**src/drau_pkg.sv**
```systemverilog
`timescale 1ns / 1ps
// ----------------------------------------------------------------------------
// drau_pkg
// types, constants and helpers shared by the refresh arbiter modules
// ----------------------------------------------------------------------------
package drau_pkg;

    // sizing
    localparam int MAX_RANKS    = 8;
    localparam int TIME_BITS    = 48;
    localparam int RANK_W       = (MAX_RANKS > 1) ? $clog2(MAX_RANKS) : 1;
    localparam int RANK_CNT_W   = $clog2(MAX_RANKS + 1);
    localparam int FIELD_TIME_W = 48;
    localparam int FIELD_RANK_W = 3;
    localparam int DELAY_W      = 8;
    localparam int AGE_W        = 20;
    localparam int INTERVAL_W   = 20;
    localparam int RANKS_CFG_W  = 4;
    localparam int CFG_IDX_W    = 3;
    localparam int CFG_DATA_W   = 20;
    localparam int DIV_STEP_W   = $clog2(INTERVAL_W);

    // register reset values
    localparam int RST_REFRESH_ENABLE = 1;
    localparam int RST_BUFFER_DELAY   = 1;
    localparam int RST_AGE_LIMIT      = 1024;
    localparam int RST_INTERVAL       = 7800;
    localparam int RST_RANKS_IN_USE   = 2;
    localparam int RST_ACTIVE_RANKS   = (RST_RANKS_IN_USE < 1) ? 1 :
                                        (RST_RANKS_IN_USE > MAX_RANKS) ? MAX_RANKS :
                                        RST_RANKS_IN_USE;
    localparam int RST_STAGGER_STEP   = RST_INTERVAL / RST_ACTIVE_RANKS + 1;

    typedef logic [TIME_BITS-1:0]  t_time;
    typedef logic [RANK_W-1:0]     t_rank;
    typedef logic [RANK_CNT_W-1:0] t_rank_cnt;

    typedef enum logic [1:0] {
        REQ_PEEK       = 2'd0,
        REQ_PEEK_DELAY = 2'd1,
        REQ_TAKE       = 2'd2,
        REQ_RESTART    = 2'd3
    } t_req;

    typedef enum logic [1:0] {
        GRANT_NONE    = 2'd0,
        GRANT_HEAD    = 2'd1,
        GRANT_REFRESH = 2'd2
    } t_grant;

    typedef enum logic [CFG_IDX_W-1:0] {
        CFG_REFRESH_ENABLE = 3'd0,
        CFG_BUFFER_DELAY   = 3'd1,
        CFG_AGE_LIMIT      = 3'd2,
        CFG_INTERVAL       = 3'd3,
        CFG_RANKS_IN_USE   = 3'd4
    } t_cfg_idx;

    typedef enum logic [3:0] {
        ST_IDLE,
        ST_DIV,
        ST_STAG,
        ST_SCAN,
        ST_POST,
        ST_P_READY,
        ST_P_SENIOR,
        ST_P_FRESH,
        ST_P_WAITED,
        ST_REARM,
        ST_DONE
    } t_state;

    typedef struct packed {
        t_req                    req_type;
        logic [FIELD_TIME_W-1:0] current_time;
        logic                    head_valid;
        logic [FIELD_TIME_W-1:0] head_enqueue_time;
    } t_in_item;

    typedef struct packed {
        t_grant                  grant;
        logic [FIELD_RANK_W-1:0] refresh_rank;
        logic [FIELD_TIME_W-1:0] refresh_due;
        logic [FIELD_TIME_W-1:0] next_refresh_due;
    } t_out_item;

    typedef struct packed {
        logic                   refresh_enable;
        logic [DELAY_W-1:0]     buffer_delay;
        logic [AGE_W-1:0]       seniority_age_limit;
        logic [INTERVAL_W-1:0]  refresh_interval;
        logic [RANKS_CFG_W-1:0] ranks_in_use;
    } t_cfg;

    typedef struct packed {
        logic lt;
        logic eq;
    } t_alu_flags;

    // wrap a value onto the time width
    function automatic t_time to_time(input logic [63:0] v);
        return v[TIME_BITS-1:0];
    endfunction

    // time value as a payload field
    function automatic logic [FIELD_TIME_W-1:0] time_to_field(input t_time t);
        logic [63:0] w;
        w = 64'(t);
        return w[FIELD_TIME_W-1:0];
    endfunction

    // rank index as a payload field, low bits only
    function automatic logic [FIELD_RANK_W-1:0] rank_to_field(input t_rank r);
        logic [31:0] w;
        w = 32'(r);
        return w[FIELD_RANK_W-1:0];
    endfunction

    // ranks that take part, clamped to one through MAX_RANKS
    function automatic t_rank_cnt active_ranks(input logic [RANKS_CFG_W-1:0] r);
        if (r == '0) begin
            return t_rank_cnt'(1);
        end
        if (32'(r) > MAX_RANKS) begin
            return t_rank_cnt'(MAX_RANKS);
        end
        return t_rank_cnt'(r);
    endfunction

endpackage

```
**src/dram_refresh_arbiter_unit.sv**
```systemverilog
`timescale 1ns / 1ps
// ----------------------------------------------------------------------------
// dram_refresh_arbiter_unit
// refresh / queue-head decode arbiter with per-rank refresh deadlines
// ----------------------------------------------------------------------------
// One item at a time; o_in_stall stays high while an item is in work. With n
// active ranks a peek, or a take that does not grant a refresh, goes through n
// scan steps, one wrap-up, four compare steps and a handoff to the result
// register; a take that grants a refresh adds a rearm, a second scan and its
// wrap-up. A restart runs the step divider (one quotient bit per cycle), writes
// all MAX_RANKS deadlines one per cycle and rescans. The scan, stagger, compare
// and rearm steps all go through the single shared time adder/comparator. The
// deadlines reset at once to the default stagger, so there is no clearing pass.
// The result register lets the next item be accepted while a result waits to be
// taken. Configuration writes are always ready and must only happen while the
// block is idle.
module dram_refresh_arbiter_unit (
    input  logic                                i_clk,
    input  logic                                i_rst_n,
    input  logic                                i_in_valid,
    output logic                                o_in_stall,
    input  drau_pkg::t_in_item                  i_in_item,
    output logic                                o_out_valid,
    input  logic                                i_out_stall,
    output drau_pkg::t_out_item                 o_out_item,
    input  logic                                i_cfg_valid,
    output logic                                o_cfg_ready,
    input  logic [drau_pkg::CFG_IDX_W-1:0]      i_cfg_index,
    input  logic [drau_pkg::CFG_DATA_W-1:0]     i_cfg_data
);
    import drau_pkg::*;

    t_cfg      r_cfg;
    logic      r_out_valid;
    t_out_item r_out_item;
    logic      core_busy;
    logic      core_done;
    t_out_item core_result;
    logic      in_accept;
    logic      out_free;
    logic      out_load;

    assign in_accept   = i_in_valid && !core_busy;
    assign out_free    = !r_out_valid || !i_out_stall;
    assign out_load    = core_done && out_free;
    assign o_in_stall  = core_busy;
    assign o_cfg_ready = 1'b1;

    // configuration registers
    always_ff @(posedge i_clk) begin
        if (!i_rst_n) begin
            r_cfg.refresh_enable      <= 1'(RST_REFRESH_ENABLE);
            r_cfg.buffer_delay        <= DELAY_W'(RST_BUFFER_DELAY);
            r_cfg.seniority_age_limit <= AGE_W'(RST_AGE_LIMIT);
            r_cfg.refresh_interval    <= INTERVAL_W'(RST_INTERVAL);
            r_cfg.ranks_in_use        <= RANKS_CFG_W'(RST_RANKS_IN_USE);
        end else if (i_cfg_valid) begin
            unique case (t_cfg_idx'(i_cfg_index))
                CFG_REFRESH_ENABLE: r_cfg.refresh_enable      <= i_cfg_data[0];
                CFG_BUFFER_DELAY:   r_cfg.buffer_delay        <= i_cfg_data[DELAY_W-1:0];
                CFG_AGE_LIMIT:      r_cfg.seniority_age_limit <= i_cfg_data[AGE_W-1:0];
                CFG_INTERVAL:       r_cfg.refresh_interval    <= i_cfg_data[INTERVAL_W-1:0];
                CFG_RANKS_IN_USE:   r_cfg.ranks_in_use        <= i_cfg_data[RANKS_CFG_W-1:0];
                default: begin
                end
            endcase
        end
    end

    drau_core u_core (
        .i_clk      (i_clk),
        .i_rst_n    (i_rst_n),
        .i_start    (in_accept),
        .i_item     (i_in_item),
        .i_cfg      (r_cfg),
        .i_out_free (out_free),
        .o_busy     (core_busy),
        .o_done     (core_done),
        .o_result   (core_result)
    );

    // result register
    always_ff @(posedge i_clk) begin
        if (!i_rst_n) begin
            r_out_valid <= 1'b0;
        end else if (out_load) begin
            r_out_valid <= 1'b1;
        end else if (!i_out_stall) begin
            r_out_valid <= 1'b0;
        end
    end

    always_ff @(posedge i_clk) begin
        if (out_load) begin
            r_out_item <= core_result;
        end
    end

    assign o_out_valid = r_out_valid;
    assign o_out_item  = r_out_item;

endmodule

```
**src/drau_alu.sv**
```systemverilog
`timescale 1ns / 1ps
// ----------------------------------------------------------------------------
// drau_alu
// shared time adder / subtractor with a magnitude compare on its sum
// ----------------------------------------------------------------------------
module drau_alu (
    input  drau_pkg::t_time      i_a,
    input  drau_pkg::t_time      i_b,
    input  drau_pkg::t_time      i_c,
    input  logic                 i_sub,
    output drau_pkg::t_time      o_sum,
    output drau_pkg::t_alu_flags o_flags
);
    import drau_pkg::*;

    // wrapping sum or difference
    assign o_sum = i_sub ? (i_a - i_b) : (i_a + i_b);

    // unsigned compare of the sum against the third operand
    assign o_flags.lt = (o_sum < i_c);
    assign o_flags.eq = (o_sum == i_c);

endmodule

```
**src/drau_divider.sv**
```systemverilog
`timescale 1ns / 1ps
// ----------------------------------------------------------------------------
// drau_divider
// restoring divider, one quotient bit per cycle, for the stagger step
// ----------------------------------------------------------------------------
module drau_divider (
    input  logic                              i_clk,
    input  logic                              i_rst_n,
    input  logic                              i_start,
    input  logic [drau_pkg::INTERVAL_W-1:0]   i_dividend,
    input  drau_pkg::t_rank_cnt               i_divisor,
    output logic                              o_done,
    output logic [drau_pkg::INTERVAL_W-1:0]   o_quotient
);
    import drau_pkg::*;

    logic [INTERVAL_W-1:0] r_quo;
    logic [INTERVAL_W-1:0] n_quo;
    t_rank_cnt             r_rem;
    t_rank_cnt             n_rem;
    t_rank_cnt             r_den;
    logic [DIV_STEP_W-1:0] r_step;
    logic                  r_busy;
    logic                  r_done;
    logic [RANK_CNT_W:0]   rem_sh;
    logic [RANK_CNT_W:0]   diff;
    logic                  ge;

    // one shift-subtract step
    always_comb begin
        rem_sh = {r_rem, r_quo[INTERVAL_W-1]};
        diff   = rem_sh - {1'b0, r_den};
        ge     = (rem_sh >= {1'b0, r_den});
        n_rem  = ge ? diff[RANK_CNT_W-1:0] : rem_sh[RANK_CNT_W-1:0];
        n_quo  = {r_quo[INTERVAL_W-2:0], ge};
    end

    // step counter and done pulse
    always_ff @(posedge i_clk) begin
        if (!i_rst_n) begin
            r_busy <= 1'b0;
            r_done <= 1'b0;
            r_step <= '0;
        end else begin
            r_done <= 1'b0;
            if (i_start) begin
                r_busy <= 1'b1;
                r_step <= '0;
            end else if (r_busy) begin
                r_step <= r_step + 1'b1;
                if (r_step == DIV_STEP_W'(INTERVAL_W - 1)) begin
                    r_busy <= 1'b0;
                    r_done <= 1'b1;
                end
            end
        end
    end

    // dividend / quotient and partial remainder
    always_ff @(posedge i_clk) begin
        if (i_start) begin
            r_quo <= i_dividend;
            r_rem <= '0;
            r_den <= i_divisor;
        end else if (r_busy) begin
            r_quo <= n_quo;
            r_rem <= n_rem;
        end
    end

    assign o_done     = r_done;
    assign o_quotient = r_quo;

endmodule

```
**src/drau_core.sv**
```systemverilog
`timescale 1ns / 1ps
// ----------------------------------------------------------------------------
// drau_core
// sequencer around the shared alu: earliest-rank scan, grant decision,
// rearm and restart stagger over the per-rank due times
// ----------------------------------------------------------------------------
module drau_core (
    input  logic                i_clk,
    input  logic                i_rst_n,
    input  logic                i_start,
    input  drau_pkg::t_in_item  i_item,
    input  drau_pkg::t_cfg      i_cfg,
    input  logic                i_out_free,
    output logic                o_busy,
    output logic                o_done,
    output drau_pkg::t_out_item o_result
);
    import drau_pkg::*;

    t_state     r_state, n_state;
    t_time      r_due [MAX_RANKS];
    t_rank_cnt  r_cnt, n_cnt;
    t_time      r_best_due, n_best_due;
    t_rank      r_best_rank, n_best_rank;
    t_rank      r_er, n_er;
    t_time      r_er_due, n_er_due;
    t_time      r_next, n_next;
    t_time      r_acc, n_acc;
    t_grant     r_grant, n_grant;
    logic       r_restart, n_restart;
    logic       r_second, n_second;
    logic       r_ready, n_ready;
    logic       r_senior, n_senior;
    logic       r_fresh, n_fresh;
    t_in_item   r_in;

    t_time      alu_a, alu_b, alu_c, alu_sum;
    logic       alu_sub;
    t_alu_flags alu_flags;

    logic       due_we;
    t_rank      due_wa;
    t_time      due_wd;

    logic                  div_start;
    logic                  div_done;
    logic [INTERVAL_W-1:0] div_quo;

    t_time      now, enq, delay;
    t_rank_cnt  n_act, last;
    t_rank      idx;
    logic       waited;
    t_grant     grant;

    // captured request and derived operands
    assign now   = to_time(64'(r_in.current_time));
    assign enq   = to_time(64'(r_in.head_enqueue_time));
    assign delay = (r_in.req_type == REQ_PEEK) ? '0 : to_time(64'(i_cfg.buffer_delay));
    assign n_act = active_ranks(i_cfg.ranks_in_use);
    assign last  = n_act - 1'b1;
    assign idx   = r_cnt[RANK_W-1:0];

    drau_alu u_alu (
        .i_a     (alu_a),
        .i_b     (alu_b),
        .i_c     (alu_c),
        .i_sub   (alu_sub),
        .o_sum   (alu_sum),
        .o_flags (alu_flags)
    );

    drau_divider u_div (
        .i_clk      (i_clk),
        .i_rst_n    (i_rst_n),
        .i_start    (div_start),
        .i_dividend (i_cfg.refresh_interval),
        .i_divisor  (n_act),
        .o_done     (div_done),
        .o_quotient (div_quo)
    );

    // grant decision from the compare flags, waited comes from this cycle
    always_comb begin
        waited = !alu_flags.lt;
        grant  = GRANT_NONE;
        if (!i_cfg.refresh_enable) begin
            if (r_in.head_valid && waited) begin
                grant = GRANT_HEAD;
            end
        end else if (r_in.head_valid && r_senior) begin
            if (r_fresh) begin
                grant = r_ready ? GRANT_REFRESH : GRANT_NONE;
            end else begin
                grant = GRANT_HEAD;
            end
        end else if (r_ready) begin
            grant = GRANT_REFRESH;
        end
    end

    // next state, alu operand select and due table writes
    always_comb begin
        n_state     = r_state;
        n_cnt       = r_cnt;
        n_best_due  = r_best_due;
        n_best_rank = r_best_rank;
        n_er        = r_er;
        n_er_due    = r_er_due;
        n_next      = r_next;
        n_acc       = r_acc;
        n_grant     = r_grant;
        n_restart   = r_restart;
        n_second    = r_second;
        n_ready     = r_ready;
        n_senior    = r_senior;
        n_fresh     = r_fresh;
        alu_a       = '0;
        alu_b       = '0;
        alu_c       = '0;
        alu_sub     = 1'b0;
        due_we      = 1'b0;
        due_wa      = '0;
        due_wd      = '0;
        div_start   = 1'b0;
        o_done      = 1'b0;

        unique case (r_state)
            ST_IDLE: begin
                if (i_start) begin
                    n_cnt    = '0;
                    n_second = 1'b0;
                    if (i_item.req_type == REQ_RESTART) begin
                        n_restart = 1'b1;
                        div_start = 1'b1;
                        n_state   = ST_DIV;
                    end else begin
                        n_restart = 1'b0;
                        n_state   = ST_SCAN;
                    end
                end
            end
            ST_DIV: begin
                if (div_done) begin
                    n_cnt   = '0;
                    n_acc   = '0;
                    n_state = ST_STAG;
                end
            end
            // entry j gets j * (step + 1), built as a running sum
            ST_STAG: begin
                alu_a  = r_acc;
                alu_b  = to_time(64'(div_quo) + 64'd1);
                due_we = 1'b1;
                due_wa = idx;
                due_wd = r_acc;
                n_acc  = alu_sum;
                if (r_cnt == t_rank_cnt'(MAX_RANKS - 1)) begin
                    n_cnt   = '0;
                    n_state = ST_SCAN;
                end else begin
                    n_cnt = r_cnt + 1'b1;
                end
            end
            // one rank per cycle, strict less-than keeps the lowest rank on a tie
            ST_SCAN: begin
                alu_a = r_due[idx];
                alu_c = r_best_due;
                if (r_cnt == '0 || alu_flags.lt) begin
                    n_best_due  = r_due[idx];
                    n_best_rank = idx;
                end
                if (r_cnt == last) begin
                    n_state = ST_POST;
                end else begin
                    n_cnt = r_cnt + 1'b1;
                end
            end
            ST_POST: begin
                if (r_restart) begin
                    n_er     = r_best_rank;
                    n_er_due = r_best_due;
                    n_next   = r_best_due;
                    n_grant  = GRANT_NONE;
                    n_state  = ST_DONE;
                end else if (r_second) begin
                    n_next  = r_best_due;
                    n_state = ST_DONE;
                end else begin
                    n_er     = r_best_rank;
                    n_er_due = r_best_due;
                    n_state  = ST_P_READY;
                end
            end
            // refresh ready: due + delay <= now
            ST_P_READY: begin
                alu_a   = r_er_due;
                alu_b   = delay;
                alu_c   = now;
                n_ready = alu_flags.lt || alu_flags.eq;
                n_state = ST_P_SENIOR;
            end
            // head not too old: enq < due + age limit
            ST_P_SENIOR: begin
                alu_a    = r_er_due;
                alu_b    = to_time(64'(i_cfg.seniority_age_limit));
                alu_c    = enq;
                n_senior = !alu_flags.lt && !alu_flags.eq;
                n_state  = ST_P_FRESH;
            end
            // head still in the buffer: now <= enq + delay
            ST_P_FRESH: begin
                alu_a   = enq;
                alu_b   = delay;
                alu_c   = now;
                n_fresh = !alu_flags.lt;
                n_state = ST_P_WAITED;
            end
            // head waited long enough: now - enq >= delay
            ST_P_WAITED: begin
                alu_a   = now;
                alu_b   = enq;
                alu_c   = delay;
                alu_sub = 1'b1;
                n_grant = grant;
                if (r_in.req_type == REQ_TAKE && grant == GRANT_REFRESH) begin
                    n_state = ST_REARM;
                end else begin
                    n_next  = r_er_due;
                    n_state = ST_DONE;
                end
            end
            // push the granted rank out by one interval, then rescan
            ST_REARM: begin
                alu_a    = r_er_due;
                alu_b    = to_time(64'(i_cfg.refresh_interval));
                due_we   = 1'b1;
                due_wa   = r_er;
                due_wd   = alu_sum;
                n_second = 1'b1;
                n_cnt    = '0;
                n_state  = ST_SCAN;
            end
            ST_DONE: begin
                o_done = 1'b1;
                if (i_out_free) begin
                    n_state = ST_IDLE;
                end
            end
            default: begin
                n_state = ST_IDLE;
            end
        endcase
    end

    // sequencer control
    always_ff @(posedge i_clk) begin
        if (!i_rst_n) begin
            r_state   <= ST_IDLE;
            r_restart <= 1'b0;
            r_second  <= 1'b0;
        end else begin
            r_state   <= n_state;
            r_restart <= n_restart;
            r_second  <= n_second;
        end
    end

    // datapath registers
    always_ff @(posedge i_clk) begin
        r_cnt       <= n_cnt;
        r_best_due  <= n_best_due;
        r_best_rank <= n_best_rank;
        r_er        <= n_er;
        r_er_due    <= n_er_due;
        r_next      <= n_next;
        r_acc       <= n_acc;
        r_grant     <= n_grant;
        r_ready     <= n_ready;
        r_senior    <= n_senior;
        r_fresh     <= n_fresh;
        if (i_start && r_state == ST_IDLE) begin
            r_in <= i_item;
        end
    end

    // per-rank due times, reset to the default stagger
    always_ff @(posedge i_clk) begin
        if (!i_rst_n) begin
            for (int j = 0; j < MAX_RANKS; j++) begin
                r_due[j] <= to_time(64'(j) * 64'(RST_STAGGER_STEP));
            end
        end else if (due_we) begin
            r_due[due_wa] <= due_wd;
        end
    end

    assign o_busy                    = (r_state != ST_IDLE);
    assign o_result.grant            = r_grant;
    assign o_result.refresh_rank     = rank_to_field(r_er);
    assign o_result.refresh_due      = time_to_field(r_er_due);
    assign o_result.next_refresh_due = time_to_field(r_next);

endmodule

```
**config.mk**
```make
export PLATFORM = sky130hd
export DESIGN_NAME = dram_refresh_arbiter_unit
export DESIGN_NICKNAME = d
export VERILOG_FILES = /design/src/drau_pkg.sv /design/src/dram_refresh_arbiter_unit.sv /design/src/drau_alu.sv /design/src/drau_divider.sv /design/src/drau_core.sv
export SDC_FILE = /design/constraint.sdc
export NUM_CORES = 1
export LEC_CHECK = 0
export ABC_CLOCK_PERIOD_IN_PS = 26300
export BUFFER_PORTS_ARGS = -buffer_cell sky130_fd_sc_hd__clkbuf_2
export CAP_MARGIN = 15
export CORE_AREA = 2 2 410 412
export CTS_BUF_LIST = sky130_fd_sc_hd__clkbuf_8
export DETAILED_ROUTE_END_ITERATION = 12
export DIE_AREA = 0 0 412 414
export MAX_ROUTING_LAYER = met4
export SETUP_SLACK_MARGIN = 0.02
export SLEW_MARGIN = 0
export SYNTH_ARGS = -nofsm -noshare
export SYNTH_HDL_FRONTEND = slang
export SYNTH_SLANG_ARGS = --single-unit
```
**constraint.sdc**
```tcl
create_clock -name i_clk -period 26.3 [get_ports i_clk]
set_clock_uncertainty 0.15 [all_clocks]
set_input_delay 3.945 -clock i_clk [delete_from_list [all_inputs] [get_ports i_clk]]
set_output_delay 3.945 -clock i_clk [all_outputs]
set_load 0.05 [all_outputs]
```
After elaboration in Yosys (flattened, before gate mapping)

Memories as Yosys holds them, arrays and structs flattened. A register that Yosys moved wholly into a read port is not among the register bits.
Index checks and enable logic that the tools add are counted.

Reductions and logical operators: 46
Equality and inequality tests: 32
Magnitude comparators: 3
Multiplexer cells: 71
$add $sub $neg: 7
Bitwise operators: 2

Operators with widths:

| operator                                                                 | count |
|---|---|
| 48-bit one-hot mux with 5 select lines                                   | 2 |
| 48-bit two-way mux                                                       | 8 |
| 48-bit one-hot mux with 2 select lines                                   | 3 |
| 48-bit one-hot mux with 4 select lines                                   | 1 |
| 4-bit two-way mux                                                        | 16 |
| 48-bit adder                                                             | 1 |
| 48-bit equality test                                                     | 1 |
| 48-bit less-than comparator                                              | 1 |
| 48-bit OR reduction                                                      | 1 |
| 48-bit subtractor                                                        | 1 |
| 4-bit one-hot mux with 11 select lines                                   | 1 |
| 20-bit two-way mux                                                       | 2 |
| 1-bit two-way mux                                                        | 22 |
| 2-bit AND reduction                                                      | 11 |
| 20-bit by 1-bit adder with 21-bit output (second input constant)         | 1 |
| 4-bit by 3-bit equality test with 1-bit output (second input constant)   | 5 |
| 4-bit one-hot mux with 5 select lines                                    | 1 |
| 2-bit two-way mux                                                        | 7 |
| 4-bit equality test (second input constant)                              | 3 |
| 4-bit logical NOT                                                        | 3 |
| 3-bit two-way mux                                                        | 4 |
| 2-bit by 1-bit inequality test with 1-bit output (second input constant) | 6 |
| 4-bit by 2-bit equality test with 1-bit output (second input constant)   | 2 |
| 8-bit two-way mux                                                        | 1 |
| other kinds (32)                                                         | 57 |

RAM bits: 384
Input port bits: 127
Memories kept: 1
Logic and storage cells: 196
Bits in registers: 502
Output and inout bits: 104

Memory list:

| name         | depth | width | read ports | clocked after memory_dff | write ports | RTL line        | RTL |
|---|---|---|---|---|---|---|---|
| u_core.r_due | 8     | 48    | 1          | 1                        | 8           | drau_core.sv:21 | `t_time r_due [MAX_RANKS];` |

Depth between registers and ports, before layout

Gate-level depths: netlist of the first run.

Depth in word-level cells: 14
Gate-level depth with buffers: 34

Modules after synthesis

Synthesis of the first run repeated with hierarchy kept, for this count alone.

Cell total of the unflattened synthesis: 3371
Area, all modules: 42354.4 um^2

Modules (own cells, without submodules):

| module                    | cells each | area each (um^2) | times used |
|---|---|---|---|
| drau_core                 | 2220       | 30641.9          | 1 |
| dram_refresh_arbiter_unit | 319        | 5228.8           | 1 |
| drau_alu                  | 712        | 4901.0           | 1 |
| drau_divider              | 120        | 1582.8           | 1 |

Least setup slack after synthesis of the first run

OpenSTA, ideal clock, no wires.

Path type: input port to flip-flop
From: in i_out_stall
To: reg r_out_item, in the netlist o_out_item[0] (enable)
Data arrival time: 8.840 ns
Required time: 25.556 ns
Slack: 16.716 ns
Stages: 1
Setup time: 0.594 ns
Cells stage by stage: a21oi_1

Word-level cells in the longest chain between the ends: 3

RTL lines:

| item                 | RTL line                        | RTL |
|---|---|---|
| start, declared      | dram_refresh_arbiter_unit.sv:24 | `input logic i_out_stall,` |
| 1-bit logical NOT    | -                               |  |
| 1-bit logical OR     | dram_refresh_arbiter_unit.sv:44 | `assign out_free = !r_out_valid \|\| !i_out_stall;` |
| 1-bit logical AND    | dram_refresh_arbiter_unit.sv:45 | `assign out_load = core_done && out_free;` |
| end signal, assigned | dram_refresh_arbiter_unit.sv:95 | `r_out_item <= core_result;` |
| end, declared        | dram_refresh_arbiter_unit.sv:35 | `t_out_item r_out_item;` |

Every way passes these cells.
A chain may end at the register's enable or synchronous reset.

Worst setup path after layout of the first run

From: reg u_core.r_state[1]
To: reg u_core.r_best_due[29], read port of u_core.r_due (enable)

Word-level cells in the longest chain between the ends: 8

RTL lines:

| item                                                                                  | RTL line         | RTL |
|---|---|---|
| start, declared                                                                       | drau_core.sv:20  | `t_state r_state, n_state;` |
| start signal, assigned                                                                | drau_core.sv:262 | `r_state <= n_state;` |
| 4-bit by 3-bit equality test with 1-bit output or 4-bit equality test (tied branches) | drau_core.sv:127 | `unique case (r_state)` |
| 3-bit OR reduction (no source line) or 2-bit OR reduction (tied branches)             | -                |  |
| 48-bit one-hot mux with 5 select lines                                                | drau_core.sv:127 |  |
| 48-bit adder or 48-bit subtractor (tied branches)                                     | drau_alu.sv:17   | `assign o_sum = i_sub ? (i_a - i_b) : (i_a + i_b);` |
| 48-bit two-way mux *                                                                  | drau_alu.sv:17   |  |
| named net u_core.alu_sum[36]                                                          | drau_core.sv:37  | `t_time alu_a, alu_b, alu_c, alu_sum;` |
| 48-bit less-than comparator *                                                         | drau_alu.sv:20   | `assign o_flags.lt = (o_sum < i_c);` |
| 1-bit logical OR *                                                                    | drau_core.sv:168 | `if (r_cnt == '0 \|\| alu_flags.lt) begin` |
| 2-bit AND reduction (no source line) *                                                | -                |  |
| end, declared                                                                         | drau_core.sv:23  | `t_time r_best_due, n_best_due;` |

The timed path passes the listed nets; every way through them passes the cells marked *.

==> flow_summary.ini, run 1 <==
[status]
status = finished clean

[yosys]
yosys_most_used_dff = edfxtp_1
syn_inst = 3319
yosys_warnings = 0
avgSynthCellArea_um2 = 12.4
synth_area_leaders = edfxtp_1 59%, nand2_1 5.3%, mux4_2 5.2%
synth_seq_cells = 889
ys_async_sr_fraction_pct = 0
synth_area_leader_cell = edfxtp_1
syn-cell-area_um2 = 41300
synth_seq_area_share_pct = 62.8
synth_edf_count = 815
synth_top_area_share_pct = 59.3
syn_nets = 3551
synthDistinctLibCells = 92

[setup_path]
start_kind = flop
crit_required_ns = 26.64
cp_data_arrival_time_ns = 11.11
worstSetupEndpointType = flop
critPathKind = reg -> reg
crit_slowest_cell = or4b_2
cpPeakStageDelay_ns = 0.97
path_max_fanout = 27
reg2regPathDepth = 28

[power]
pwr-share-seq_pct = 39.0
p_comb_share_pct = 36.6
switching_share_pct = 37.9
p_int_w = 0.00296
p_per_area_nw_per_um2 = 100
clockPowerShare_pct = 24.4
p_switching_w = 0.00181
vdd_drop_max_v = 0.0000483
p_leak_nw = 16.3

[timing]
rsz0062_at_grt = no
maxSlewViolCount = 0
worstMarginPinSlew_ns = 1.21
slew_headroom_pct = 19.3
fin_crit_sh_pct = 40.9
fin_crit_ns = 10.77
setup_viol_count_final = 0
max_freq_mhz = 92.9
finalSetupTns_ns = 0
hold_violations = 0

[global_route]
grt_pass1_vias = 28636
grt_pass1_wl_um = 196000
overflow = 0
grtUsageTotal_pct = 16.0
grt_max_degree = 79
antenna_found_initial = 10

[detailed_routing]
drc = 0
antenna_left = 0
drt-initial-drc-count = 3722
postRouteWirelength_um = 135000
avgRoutedWirePerCell_um = 23.2
routed_via_density = 4.91
dr.pass1.iters = 9
num_vias = 28694

[clocking]
cts_hold_buf = 0
numCtsBuffers = 140
post_cts_buffers = 0
ctsResizeCount = 0
clk_path_buf_depth = 3
clock_sinks = 889
clk_latency_ns = 0.87
htree_levels = 4
clock-root-buffer = clkbuf_8
clk_pin_slew_ns = 0.07
tritoncts = yes

[hold_path]
whs_path_depth = 0
hp-class = reg -> reg

[floorplanning]
dieArea_um2 = 171000
io_pins = 231
coreArea_um2 = 166000
num_rows = 150
die_h_um = 414
initial_core_util_pct = 24.8
die_w_um = 412

[layout]
drive_gt1_share_pct = 17.8
area_growth_syn_to_layout_pct = 15.3
nNetsFinal = 3759
post-route-util_pct = 28.6

[placement]
dp_hpwl_um = 90200
gp_congestion = 0.938
port-buffer-count = 229

[run]
cap_violations = 0
[layer usage]
layer  global-route usage, %  share of wire [%]  up-vias
li1                        -                  -    12794
met1                    19.6                 40    14347
met2                    25.7                 48     1326
met3                    3.72                8.7      227
met4                    6.27                3.8        0
met5                       -                  0        -
[flip-flops by register name, summed over array words and instances (netlist names), 2 cells and up, named ones only]
register / flops
o_out_item: 101
r_cfg: 53
u_core.enq: 48
u_core.now: 48
u_core.r_acc: 48
u_core.r_best_due: 48
u_core.r_best_rank: 3
u_core.r_cnt: 4
u_core.r_due: 384
u_core.r_er: 3
u_core.r_er_due: 48
u_core.r_grant: 2
u_core.r_in: 3
u_core.r_next: 48
u_core.r_state: 4
u_core.u_div.o_quotient: 20
u_core.u_div.r_den: 4
u_core.u_div.r_rem: 4
u_core.u_div.r_step: 5
[power groups by stage]
stage               clock (W)  combinational [W]  sequential, W
floorplan                   0            0.00121        0.00180
finish                0.00116            0.00174        0.00186
CTS                   0.00119            0.00173        0.00185
global placement            0            0.00172        0.00188
global route          0.00125            0.00190        0.00186
detailed placement          0            0.00172        0.00188
[metrics by stage]
step	setup WS [ns]	area, µm²	cells	total power [W]	hold slack [ns]
detailed placement	15.59	44900	5589	0.00360	0.255
global placement	15.74	44900	5589	0.00360	0.253
floorplan	16.72	41300	3319	0.00301	0.250
finish	15.54	47600	5841	0.00476	0.258
CTS	15.56	47600	5832	0.00477	0.253
global route	14.96	47600	5840	0.00501	0.266
[Yosys cell counts (46+ instances only)]
cell type,instances
dfxtp_1,74
and2_1,49
mux2_2,51
mux4_2,96
a222oi_1,59
clkbuf_1,166
xor2_1,46
nand3_1,94
a21oi_1,117
nor2_1,418
a21boi_0,52
edfxtp_1,815
a22oi_1,53
ha_1,103
o21ai_0,90
nand2_1,584
[logic make-up after synthesis]
group | share of synthesized area, %
DFF | 62.8
other | 0.00908
AOI/OAI and AO/OA | 9.55
and+or+nand+nor | 13.2
muxes | 7.06
buffers and inverters | 2.18
xor gates and xnor gates | 1.88
adders and majority gates | 3.24
[area by class of cell]
type / instances / area [µm²]
Sequential cell: 889 / 26000
Multi-Input combinational cell: 2193 / 14600
Clock inverter: 99 / 708
Fill cell: 17121 / 119000
Tap cell: 2204 / 2760
Timing Repair Buffer: 266 / 1420
Clock buffer: 144 / 1980
Inverter: 37 / 141
Antenna cell: 9 / 22.5
[cells in the final DEF, fill, tap and decap left out, types with 9 or more instances in the layout]
cell / instances
buf_4: 37
nor2b_1: 21
nor3_1: 22
mux4_2: 96
diode_2: 9
edfxtp_1: 815
and2_1: 49
nor2_1: 418
xor2_1: 46
a21boi_0: 52
o211ai_1: 9
nand2_4: 9
a31oi_1: 9
a22o_1: 41
o21a_1: 12
dfxtp_1: 71
a21oi_1: 113
nand2_1: 575
a22oi_1: 53
clkinv_1: 26
clkbuf_8: 144
inv_1: 75
clkinv_2: 13
and3_1: 12
a21o_1: 16
mux2i_1: 18
clkbuf_2: 229
a222oi_1: 59
nand4_1: 21
xnor2_1: 41
o21ai_0: 90
nand3_1: 93
ha_1: 103
mux2_2: 51
[worst paths after layout]
path	startpoint	endpoint	slack, ns
max	u_core.r_state[1]	u_core.r_best_due[29]	15.54
max reg2reg	u_core.r_state[1]	u_core.r_best_due[29]	15.54
min	u_core.r_grant[1]	o_out_item[100]	0.26
min reg2reg	u_core.r_grant[1]	o_out_item[100]	0.26
[critical path: cells and delay by family (launching register included)]
family	cells	cell delay, ns
buf+inv	1	0.62
fa+ha+maj	2	0.63
xor+xnor	1	0.19
flops	1	0.89
simple gates	10	3.48
compound gates	14	4.35
Note: power is estimated with default switching activity, not from simulation.
==> inputs of run 2 (changes only) <==
--- a/config.mk
+++ b/config.mk
@@ -5,7 +5,7 @@
 export SDC_FILE = /design/constraint.sdc
 export NUM_CORES = 1
 export LEC_CHECK = 0
-export ABC_CLOCK_PERIOD_IN_PS = 26300
+export ABC_CLOCK_PERIOD_IN_PS = 9100
 export BUFFER_PORTS_ARGS = -buffer_cell sky130_fd_sc_hd__clkbuf_2
 export CAP_MARGIN = 15
 export CORE_AREA = 2 2 410 412
==> constraint.sdc (replaced) <==
create_clock -name i_clk -period 9.1 [get_ports i_clk]
set_clock_uncertainty 0.15 [all_clocks]
set_input_delay 1.365 -clock i_clk [delete_from_list [all_inputs] [get_ports i_clk]]
set_output_delay 1.365 -clock i_clk [all_outputs]
set_load 0.05 [all_outputs]
==> flow_summary.ini, run 2 (synthesized netlist as in run 1, its figures left out) <==
[timing]
fin_crit_ns = 8.68
maxSlewViolCount = 0
rsz0062_at_grt = no
hold_violations = 0
fin_crit_sh_pct = 95.3
worstMarginPinSlew_ns = 1.37
finalSetupTns_ns = 0
setup_ws_ns = 0.423
setup_viol_count_final = 0
slew_headroom_pct = 8.28
max_freq_mhz = 115

[setup_path]
worstSetupEndpointType = flop
crit_slowest_cell = dfxtp_1
path_max_fanout = 28
crit_family = compound AO/OA/AOI/OAI gates
crit_required_ns = 9.49
r2r-end = u_core.r_best_due[37]
reg2regPathDepth = 29
r2r_start = u_core.r_state[2]
start_kind = flop
reg2reg_slack_ns = 0.42
cpPeakStageDelay_ns = 0.70
critPathKind = reg -> reg
crit_buf_inv = 3
cp_data_arrival_time_ns = 9.07

[clocking]
tritoncts = yes
cts_hold_buf = 0
clock-root-buffer = clkbuf_8
clk_pin_slew_ns = 0.07
clk_path_buf_depth = 3
htree_levels = 4
clock_sinks = 889
numCtsBuffers = 140
clk_latency_ns = 0.87

[hold_path]
whs_path_depth = 0
hold_path_end = o_out_item[7]
hp-start = u_core.r_next[7]
hp-class = reg -> reg

[global_route]
grtUsageTotal_pct = 16.1
grt_pass1_wl_um = 196000
overflow = 0
grt_max_degree = 105
grt_pass1_vias = 28660
antenna_found_initial = 6

[placement]
dp_hpwl_um = 91700
port-buffer-count = 229
dp_slack_ns = 0.313
gp_congestion = 0.932
placed_area_um2 = 45200
dp_cells = 5621

[layout]
area_growth_syn_to_layout_pct = 16.3
largest_reg_flops = 384
nNetsFinal = 3793
registers.top_by_ff_count = u_core.r_due
finalInstanceArea_um2 = 48000
final_common_cell = edfxtp_1
fillers = 17038
final_cell_mix = 815 x edfxtp_1, 575 x nand2_1, 418 x nor2_1
post-route-util_pct = 28.9
stdcell_count = 5879
drive_gt1_share_pct = 18.7

[power]
p_comb_share_pct = 36.7
vdd_drop_max_v = 0.000171
p_leak_nw = 16.6
clockPowerShare_pct = 24.7
p_int_w = 0.00866
pwr-share-seq_pct = 38.5
p_switching_w = 0.00532
p_per_area_nw_per_um2 = 291
switching_share_pct = 38.1

[detailed_routing]
drc = 0
routed_via_density = 4.95
avgRoutedWirePerCell_um = 23.2
drt-initial-drc-count = 3609
postRouteWirelength_um = 136000
antenna_left = 0
dr.pass1.iters = 9
num_vias = 29096

[floorplanning]
die_w_um = 412
initial_core_util_pct = 24.8
die_h_um = 414
io_pins = 231
num_rows = 150
coreArea_um2 = 166000
dieArea_um2 = 171000

[run]
cap_violations = 0

[status]
status = finished clean
-- run 2: area by class of cell --
cell class	count	area, µm²	share of cell area (%)
Antenna cell	4	10.0	0.0208
Clock buffer	143	1970	4.10
Clock inverter	109	810	1.69
Inverter	37	141	0.294
Multi-Input combinational cell	2193	14600	30.5
Sequential cell	889	26000	54.1
Tap cell	2204	2760	5.74
Timing Repair Buffer	300	1730	3.60
-- run 2: through the flow --
stage | total power, W | hold slack (ns)
CTS | 0.0140 | 0.259
finish | 0.0140 | 0.259
global placement | 0.0105 | 0.252
floorplan | 0.00870 | 0.250
global route | 0.0146 | 0.274
detailed placement | 0.0105 | 0.255
-- run 2: per-layer routing --
layer	up-vias	routed length, µm	global-route usage [%]
met4	0	5830	7.21
met5	-	0	-
li1	12880	-	-
met3	262	11300	3.24
met1	14580	54100	19.5
met2	1374	65200	25.8
-- run 2: timing repair --
| action | 4_1_cts | 5_1_grt |
|---|---|---|
| buffers inserted | 0 | 1 |
| gates resized for setup | 0 | 5 |
| setup endpoints to repair | 0 | 51 |
-- run 2: worst max-delay path by stage --
stage | slack (ns) | startpoint | to | depth (start not counted)
detailed placement | 0.31 | u_core.r_state[3] | u_core.r_best_due[37] | 26
global route | 0.03 | u_core.r_state[2] | u_core.r_best_due[9] | 29
global placement | 0.41 | u_core.r_state[3] | u_core.r_best_due[38] | 26
floorplan | 0.70 | u_core.r_state[0] | u_core.r_best_due[0] | 27
finish | 0.42 | u_core.r_state[2] | u_core.r_best_due[37] | 29
CTS | 0.25 | u_core.r_state[3] | u_core.r_best_due[8] | 26
-- run 2: power by group through the flow --
| stage | Clock, W | Combinational, W | Sequential, W |
|---|---|---|---|
| after floorplan | 0 | 0.00351 | 0.00519 |
| after global placement | 0 | 0.00501 | 0.00545 |
| after detailed placement | 0 | 0.00503 | 0.00546 |
| after CTS | 0.00352 | 0.00507 | 0.00538 |
| after global routing | 0.00367 | 0.00554 | 0.00541 |
| final | 0.00346 | 0.00514 | 0.00539 |
-- run 2: worst register-to-register path, delay by kind of cell (launching register included) --
kind	cells	cell delay [ns]
simple gates	6	2.05
fa+ha+maj	2	0.53
compound gates	16	3.73
buf+inv	3	0.79
xor+xnor	2	0.36
flops	1	0.70
